[src/hw/rtl/brhp_pkg.sv]
`default_nettype none

package brhp_pkg;

    // widths fixed by the stream fields
    localparam int CHAR_W        = 8;
    localparam int FIELD_W       = 48;
    localparam int SIZE_BITS_DEF = 48;

    // bytes of the "bytes=" lead text
    localparam logic [2:0] PREFIX_LEN = 3'd6;

    localparam logic [CHAR_W-1:0] CH_DASH  = 8'h2D;
    localparam logic [CHAR_W-1:0] CH_COMMA = 8'h2C;
    localparam logic [CHAR_W-1:0] CH_0     = 8'h30;
    localparam logic [CHAR_W-1:0] CH_9     = 8'h39;

    typedef enum logic [2:0] {
        PH_PREFIX,
        PH_FIRST,
        PH_SECOND,
        PH_CLOSED,
        PH_REJECT
    } phase_t;

    typedef struct packed {
        logic second_bad;
        logic second_any;
        logic first_bad;
        logic first_any;
    } flags_t;

    // parser status handed to the range evaluation
    typedef struct packed {
        phase_t phase;
        flags_t flags;
    } parse_stat_t;

    function automatic logic [CHAR_W-1:0] lead_char(input logic [2:0] pos);
        logic [CHAR_W-1:0] c;
        case (pos)
            3'd0:    c = 8'h62; // b
            3'd1:    c = 8'h79; // y
            3'd2:    c = 8'h74; // t
            3'd3:    c = 8'h65; // e
            3'd4:    c = 8'h73; // s
            3'd5:    c = 8'h3D; // =
            default: c = 8'h00;
        endcase
        return c;
    endfunction

endpackage

`default_nettype wire

[src/hw/rtl/brhp_parse.sv]
`default_nettype none

module brhp_parse #(
    parameter int SIZE_BITS = brhp_pkg::SIZE_BITS_DEF
) (
    input  logic                          aclk,
    input  logic                          aresetn,
    input  logic                          step,
    input  logic                          has_char,
    input  logic                          last,
    input  logic [brhp_pkg::CHAR_W-1:0]   hdr_char,
    output brhp_pkg::parse_stat_t         snap_stat,
    output logic [SIZE_BITS-1:0]          snap_first,
    output logic [SIZE_BITS-1:0]          snap_second
);
    import brhp_pkg::*;

    localparam int EXT_W = SIZE_BITS + 4;

    phase_t               phase_reg, phase_upd, phase_next;
    logic [2:0]           pos_reg, pos_upd, pos_next;
    logic [SIZE_BITS-1:0] first_reg, first_upd, first_next;
    logic [SIZE_BITS-1:0] second_reg, second_upd, second_next;
    flags_t               flags_reg, flags_upd, flags_next;

    logic                 is_digit;
    logic [3:0]           digit;
    logic [SIZE_BITS-1:0] dig_base;
    logic [EXT_W-1:0]     dig_ext;
    logic [EXT_W-1:0]     dig_prod;
    logic [SIZE_BITS-1:0] dig_val;

    // one shared times-ten-plus-digit, saturating
    assign is_digit = (hdr_char >= CH_0) && (hdr_char <= CH_9);
    assign digit    = 4'(hdr_char - CH_0);
    assign dig_base = (phase_reg == PH_FIRST) ? first_reg : second_reg;
    assign dig_ext  = EXT_W'(dig_base);
    assign dig_prod = (dig_ext << 3) + (dig_ext << 1) + EXT_W'(digit);
    assign dig_val  = (|dig_prod[EXT_W-1:SIZE_BITS]) ? '1 : dig_prod[SIZE_BITS-1:0];

    always_comb begin
        phase_upd  = phase_reg;
        pos_upd    = pos_reg;
        first_upd  = first_reg;
        second_upd = second_reg;
        flags_upd  = flags_reg;
        if (has_char) begin
            case (phase_reg)
                PH_PREFIX: begin
                    if (hdr_char == lead_char(pos_reg)) begin
                        pos_upd = pos_reg + 3'd1;
                        if (pos_upd == PREFIX_LEN) begin
                            phase_upd = PH_FIRST;
                        end
                    end else begin
                        phase_upd = PH_REJECT;
                    end
                end
                PH_FIRST: begin
                    if (hdr_char == CH_COMMA) begin
                        phase_upd = PH_REJECT;
                    end else if (hdr_char == CH_DASH) begin
                        phase_upd = PH_SECOND;
                    end else begin
                        flags_upd.first_any = 1'b1;
                        if (is_digit) begin
                            first_upd = dig_val;
                        end else begin
                            flags_upd.first_bad = 1'b1;
                        end
                    end
                end
                PH_SECOND: begin
                    if (hdr_char == CH_COMMA) begin
                        phase_upd = PH_CLOSED;
                    end else begin
                        flags_upd.second_any = 1'b1;
                        if (is_digit) begin
                            second_upd = dig_val;
                        end else begin
                            flags_upd.second_bad = 1'b1;
                        end
                    end
                end
                default: begin
                end
            endcase
        end
    end

    // a last item hands its status on and starts a fresh header
    always_comb begin
        phase_next  = phase_reg;
        pos_next    = pos_reg;
        first_next  = first_reg;
        second_next = second_reg;
        flags_next  = flags_reg;
        if (step) begin
            if (last) begin
                phase_next  = PH_PREFIX;
                pos_next    = '0;
                first_next  = '0;
                second_next = '0;
                flags_next  = '0;
            end else begin
                phase_next  = phase_upd;
                pos_next    = pos_upd;
                first_next  = first_upd;
                second_next = second_upd;
                flags_next  = flags_upd;
            end
        end
    end

    always_ff @(posedge aclk) begin
        if (!aresetn) begin
            phase_reg  <= PH_PREFIX;
            pos_reg    <= '0;
            first_reg  <= '0;
            second_reg <= '0;
            flags_reg  <= '0;
        end else begin
            phase_reg  <= phase_next;
            pos_reg    <= pos_next;
            first_reg  <= first_next;
            second_reg <= second_next;
            flags_reg  <= flags_next;
        end
    end

    assign snap_stat.phase = phase_upd;
    assign snap_stat.flags = flags_upd;
    assign snap_first      = first_upd;
    assign snap_second     = second_upd;

endmodule

`default_nettype wire

[src/hw/rtl/brhp_eval.sv]
`default_nettype none

module brhp_eval #(
    parameter int SIZE_BITS = brhp_pkg::SIZE_BITS_DEF
) (
    input  brhp_pkg::parse_stat_t stat,
    input  logic [SIZE_BITS-1:0]  first_num,
    input  logic [SIZE_BITS-1:0]  second_num,
    input  logic [SIZE_BITS-1:0]  size,
    output logic                  present,
    output logic                  satisfiable,
    output logic [SIZE_BITS-1:0]  range_begin,
    output logic [SIZE_BITS-1:0]  range_end
);
    import brhp_pkg::*;

    logic                 size_nz;
    logic [SIZE_BITS-1:0] size_m1;
    logic                 second_lt_size;
    logic                 first_lt_size;
    logic                 first_le_second;
    logic                 sat_suffix, sat_start, sat_any;
    logic [SIZE_BITS-1:0] begin_suffix, end_start;

    assign size_nz         = (size != '0);
    assign size_m1         = size - SIZE_BITS'(1);
    assign second_lt_size  = (second_num < size);
    assign first_lt_size   = (first_num < size);
    assign first_le_second = (first_num <= second_num);

    assign present = size_nz && (stat.phase == PH_SECOND || stat.phase == PH_CLOSED);

    // suffix form: last n bytes
    assign sat_suffix   = stat.flags.second_any && !stat.flags.second_bad && (second_num != '0);
    assign begin_suffix = second_lt_size ? (size - second_num) : '0;

    // start form: begin is within the content and not past the given end
    assign sat_start = !stat.flags.first_bad
                     && !(stat.flags.second_any && stat.flags.second_bad)
                     && first_lt_size
                     && (!stat.flags.second_any || first_le_second);
    assign end_start = (stat.flags.second_any && second_lt_size) ? second_num : size_m1;

    assign sat_any = stat.flags.first_any ? sat_start : sat_suffix;

    always_comb begin
        satisfiable = 1'b1;
        range_begin = '0;
        range_end   = '0;
        if (present) begin
            satisfiable = sat_any;
            if (sat_any) begin
                range_begin = stat.flags.first_any ? first_num : begin_suffix;
                range_end   = stat.flags.first_any ? end_start : size_m1;
            end
        end
    end

endmodule

`default_nettype wire

[src/hw/rtl/byte_range_header_parser.sv]
// byte range header parser
//
// input stream: one transaction per header byte. s_tdata[7:0] is the byte,
// s_tdata[55:8] the content size (only looked at on the last transaction),
// s_tuser says the byte is real, s_tlast closes the header. a missing header
// is sent as a single transaction with s_tuser low and s_tlast high.
// output stream: one transaction per header. m_tuser[0] says a range is
// present, m_tuser[1] that it is satisfiable (low means status 416);
// m_tdata holds the inclusive begin and end offsets, zero unless the range
// is both present and satisfiable.
// throughput: one transaction per cycle while s_tready is high; the parser
// state is updated from each registered byte.
// result path: a last transaction passes the input register, the evaluation
// register and the output register before it shows on m_tvalid; each step
// may wait on the stall below.
// reset: aresetn low clears all valid flags and the parser state.
// stall: while m_tready is low the result is held; non-last bytes keep
// flowing, and s_tready drops only while a last transaction waits behind full
// evaluation and output registers
`default_nettype none

module byte_range_header_parser #(
    parameter int SIZE_BITS = brhp_pkg::SIZE_BITS_DEF
) (
    input  logic        aclk,
    input  logic        aresetn,
    // input stream
    input  logic        s_tvalid,
    output logic        s_tready,
    input  logic [55:0] s_tdata,  // header_char [7:0], content_len [55:8]
    input  logic        s_tuser,  // has_char
    input  logic        s_tlast,
    // result stream
    output logic        m_tvalid,
    input  logic        m_tready,
    output logic [95:0] m_tdata,  // range_begin [47:0], range_end [95:48]
    output logic [1:0]  m_tuser   // range_present [0], range_satisfiable [1]
);
    import brhp_pkg::*;

    // input register
    logic                    in_valid_reg, in_valid_next;
    logic [CHAR_W-1:0]       in_char_reg;
    logic                    in_has_reg;
    logic                    in_last_reg;
    logic [FIELD_W-1:0]      in_size_reg;

    // evaluation register, loaded by a last transaction
    logic                    ev_valid_reg, ev_valid_next;
    parse_stat_t             ev_stat_reg;
    logic [SIZE_BITS-1:0]    ev_first_reg;
    logic [SIZE_BITS-1:0]    ev_second_reg;
    logic [SIZE_BITS-1:0]    ev_size_reg;

    // output register
    logic                    out_valid_reg, out_valid_next;
    logic                    out_present_reg;
    logic                    out_sat_reg;
    logic [FIELD_W-1:0]      out_begin_reg;
    logic [FIELD_W-1:0]      out_end_reg;

    logic                    in_take;
    logic                    in_consume;
    logic                    ev_ready;
    logic                    ev_load;
    logic                    ev_move;
    logic                    out_ready;

    parse_stat_t             snap_stat;
    logic [SIZE_BITS-1:0]    snap_first;
    logic [SIZE_BITS-1:0]    snap_second;

    logic                    res_present;
    logic                    res_sat;
    logic [SIZE_BITS-1:0]    res_begin;
    logic [SIZE_BITS-1:0]    res_end;

    // flow control: a non-last byte always moves on, a last byte needs room
    // in the evaluation register
    assign out_ready  = !out_valid_reg || m_tready;
    assign ev_move    = ev_valid_reg && out_ready;
    assign ev_ready   = !ev_valid_reg || out_ready;
    assign in_consume = in_valid_reg && (!in_last_reg || ev_ready);
    assign ev_load    = in_consume && in_last_reg;
    assign s_tready   = !in_valid_reg || in_consume;
    assign in_take    = s_tvalid && s_tready;

    always_comb begin
        in_valid_next = in_valid_reg;
        if (in_take) begin
            in_valid_next = 1'b1;
        end else if (in_consume) begin
            in_valid_next = 1'b0;
        end
        ev_valid_next = ev_valid_reg;
        if (ev_load) begin
            ev_valid_next = 1'b1;
        end else if (ev_move) begin
            ev_valid_next = 1'b0;
        end
        out_valid_next = out_valid_reg;
        if (ev_move) begin
            out_valid_next = 1'b1;
        end else if (m_tready) begin
            out_valid_next = 1'b0;
        end
    end

    always_ff @(posedge aclk) begin
        if (!aresetn) begin
            in_valid_reg  <= 1'b0;
            ev_valid_reg  <= 1'b0;
            out_valid_reg <= 1'b0;
        end else begin
            in_valid_reg  <= in_valid_next;
            ev_valid_reg  <= ev_valid_next;
            out_valid_reg <= out_valid_next;
        end
    end

    // payload registers, no reset
    always_ff @(posedge aclk) begin
        if (in_take) begin
            in_char_reg <= s_tdata[7:0];
            in_size_reg <= s_tdata[55:8];
            in_has_reg  <= s_tuser;
            in_last_reg <= s_tlast;
        end
        if (ev_load) begin
            ev_stat_reg   <= snap_stat;
            ev_first_reg  <= snap_first;
            ev_second_reg <= snap_second;
            ev_size_reg   <= SIZE_BITS'(in_size_reg);
        end
        if (ev_move) begin
            out_present_reg <= res_present;
            out_sat_reg     <= res_sat;
            out_begin_reg   <= FIELD_W'(res_begin);
            out_end_reg     <= FIELD_W'(res_end);
        end
    end

    brhp_parse #(
        .SIZE_BITS (SIZE_BITS)
    ) u_parse (
        .aclk        (aclk),
        .aresetn     (aresetn),
        .step        (in_consume),
        .has_char    (in_has_reg),
        .last        (in_last_reg),
        .hdr_char    (in_char_reg),
        .snap_stat   (snap_stat),
        .snap_first  (snap_first),
        .snap_second (snap_second)
    );

    brhp_eval #(
        .SIZE_BITS (SIZE_BITS)
    ) u_eval (
        .stat        (ev_stat_reg),
        .first_num   (ev_first_reg),
        .second_num  (ev_second_reg),
        .size        (ev_size_reg),
        .present     (res_present),
        .satisfiable (res_sat),
        .range_begin (res_begin),
        .range_end   (res_end)
    );

    assign m_tvalid = out_valid_reg;
    assign m_tdata  = {out_end_reg, out_begin_reg};
    assign m_tuser  = {out_sat_reg, out_present_reg};

endmodule

`default_nettype wire

[config.mk]
export PLATFORM = sky130hd
export DESIGN_NAME = byte_range_header_parser
export DESIGN_NICKNAME = d
export VERILOG_FILES = /design/src/hw/rtl/brhp_pkg.sv /design/src/hw/rtl/brhp_parse.sv /design/src/hw/rtl/brhp_eval.sv /design/src/hw/rtl/byte_range_header_parser.sv
export SDC_FILE = /design/constraint.sdc
export NUM_CORES = 1
export LEC_CHECK = 0
export BUFFER_PORTS_ARGS = -buffer_cell sky130_fd_sc_hd__buf_2
export CELL_PAD_IN_SITES_DETAIL_PLACEMENT = 0
export CELL_PAD_IN_SITES_GLOBAL_PLACEMENT = 1
export CORE_UTILIZATION = 53
export CTS_CLUSTER_DIAMETER = 50
export DETAILED_ROUTE_END_ITERATION = 10
export PLACE_DENSITY_LB_ADDON = 0.15
export SLEW_MARGIN = 10
export SYNTH_ARGS = -nofsm -noshare
export SYNTH_HDL_FRONTEND = slang
export SYNTH_HIERARCHICAL = 1
export SYNTH_SLANG_ARGS = --single-unit
[constraint.sdc]
create_clock -name aclk -period 11.9 [get_ports aclk]
set_input_delay 1.19 -clock aclk [delete_from_list [all_inputs] [get_ports aclk]]
set_output_delay 1.19 -clock aclk [all_outputs]
set_load 0.005 [all_outputs]
==> out/qor.yml <==
clock_skew_ps: 29.9
hpwl_mm: 57.8
routedWlPerCell_um: 22.2
totalWireLength_mm: 76.0
cp_slowest_cell: "buf_4"
via_count: 21345
cts_inserted_buffers: 47
p_leak_nw: 11.9
vias_per_cell: 6.24
nNetsFinal: 3079
detailedRoute.firstPassIterationCount: 5
critPathLaunchType: "register"
grt_first_pass_wirelength_mm: 115
critPathMaxFanout: 76
r2r-start: "u_parse/phase_reg[0]"
slowest_delay_ps: 700
cp_common_cell: "buf_4"
die_x_um: 223
hold_ws_ps: 417
coreArea_um2: 48000
globalRouteTotalUtil: 0.297
rsz0062_at_grt: "false"
critPathKind: "reg -> reg"
clk_pin_slew_ps: 60
initial_core_util: 0.541
synth_nets: 2972
crit_start: "u_parse/phase_reg[0]"
avgSynthCellArea_um2: 9.76
globalplace.congestion: 0.962
seqCellArea_um2: 11400
switching_share: 0.243
fin_crit_sh: 0.528
die-area_um2: 49900
first_iter_violations: 2235
n_antenna_cell: 0
fillers: 4095
tns_ps: 0
combinationalPowerShare: 0.081
max_freq_mhz: 159
tightestPinTransition_ps: 1140
drive_gt1_frac: 0.122
hold_start: "in_size_reg[6]"
yosys_warnings: 6
clk_latency_ps: 600
layout_common_cells: "edfxtp_1, nor2_1, ha_1"
pwr-share-clk: 0.430
reg2reg_setup_slack_ps: 5620
syn_area_um2: 26000
io_pins: 162
p_int_mw: 2.54
cts_tree: "built"
root_buffer: "clkbuf_16"
grt_overflow: 0
clock_sinks: 415
route.detailed.drc: 0
synthCells: 2661
critPathBufInv: 4
grt_pass1_vias: 19766
critPathArrivalTime_ps: 6560
worstPathRequired_ps: 12190
path_cells: "nor3b_2, buf_4, mux2_2, ha_1, ha_1, inv_1, fa_1, nand2b_1, a21oi_1, o211ai_1, a21oi_1, o21ai_1, a21boi_1, o211ai_1, nor2_4, buf_4, buf_4, a31oi_1"
io_buffers: 161
finalCriticalPeriod_ps: 6280
rows: 80
crit_path_end_kind: "register"
clockBufferDepth: 3
multi_input_area_um2: 13600
switchingPower_uw: 814
cts_setup_buffers: 0
hold_buffers: 0
seq_power_share: 0.489
cp_top_family: "buffers and inverters"
hold_viol_final: 0
die_y_um: 223
slew_headroom: 0.237
status: "completed"
htree_levels: 2
drv_slew: 0
grt_max_degree: 97
max-vdd-ir-drop_v: 0.000111
cts.repair.resized: 0
area_growth_pct: 10.6
ant_nets: 0
holdCritPathClass: "reg -> reg"
final_common_cell: "edfxtp_1"
setup_violations: 0
powerDensity_nw_per_um2: 117
antenna_found_initial: 0
drv_cap: 0
[cell type report]
cell class,count,share of cell area
tap,615,0.0268
sequential,415,0.396
clock buffer,56,0.0432
clock inverter,29,0.0113
multi-input combinational,1984,0.471
inverter,136,0.0178
timing repair buffer,184,0.0340
[through the flow]
| step | worst slack, ps | cell area, µm² | power [mW] | utilization | std cells |
|---|---|---|---|---|---|
| after detailed placement | 5660 | 27200 | 1.93 | 0.566 | 3334 |
| after global placement | 5850 | 27200 | 1.93 | 0.566 | 3334 |
| after floorplan | 3620 | 26000 | 1.84 | - | 2661 |
| final | 5620 | 28700 | 3.35 | 0.598 | 3419 |
| after global routing | 5260 | 28700 | 3.45 | 0.598 | 3419 |
| after CTS | 5630 | 28700 | 3.37 | 0.598 | 3419 |
[metal layers]
layer / vias up / track usage / share of wire
met5: - / 0 / 0
met2: 808 / 0.433 / 0.42
met1: 10270 / 0.460 / 0.48
li1: 10169 / - / -
met4: 0 / 0.0904 / 0.026
met3: 98 / 0.0321 / 0.070
[path summary, 6_finish.rpt]
check,endpoint,cells past startpoint
max,ev_second_reg[35],18
min,ev_size_reg[6],0
min reg2reg,ev_size_reg[6],0
max reg2reg,ev_second_reg[35],18
[power groups by stage]
| stage | clock network [mW] | logic [mW] | registers (mW) |
|---|---|---|---|
| after floorplan | 0 | 0.192 | 1.65 |
| after global placement | 0 | 0.260 | 1.67 |
| after detailed placement | 0 | 0.265 | 1.67 |
| after CTS | 1.47 | 0.267 | 1.64 |
| after global routing | 1.51 | 0.297 | 1.64 |
| final | 1.44 | 0.271 | 1.64 |
No activity file was read; power rests on OpenSTA's default activity.
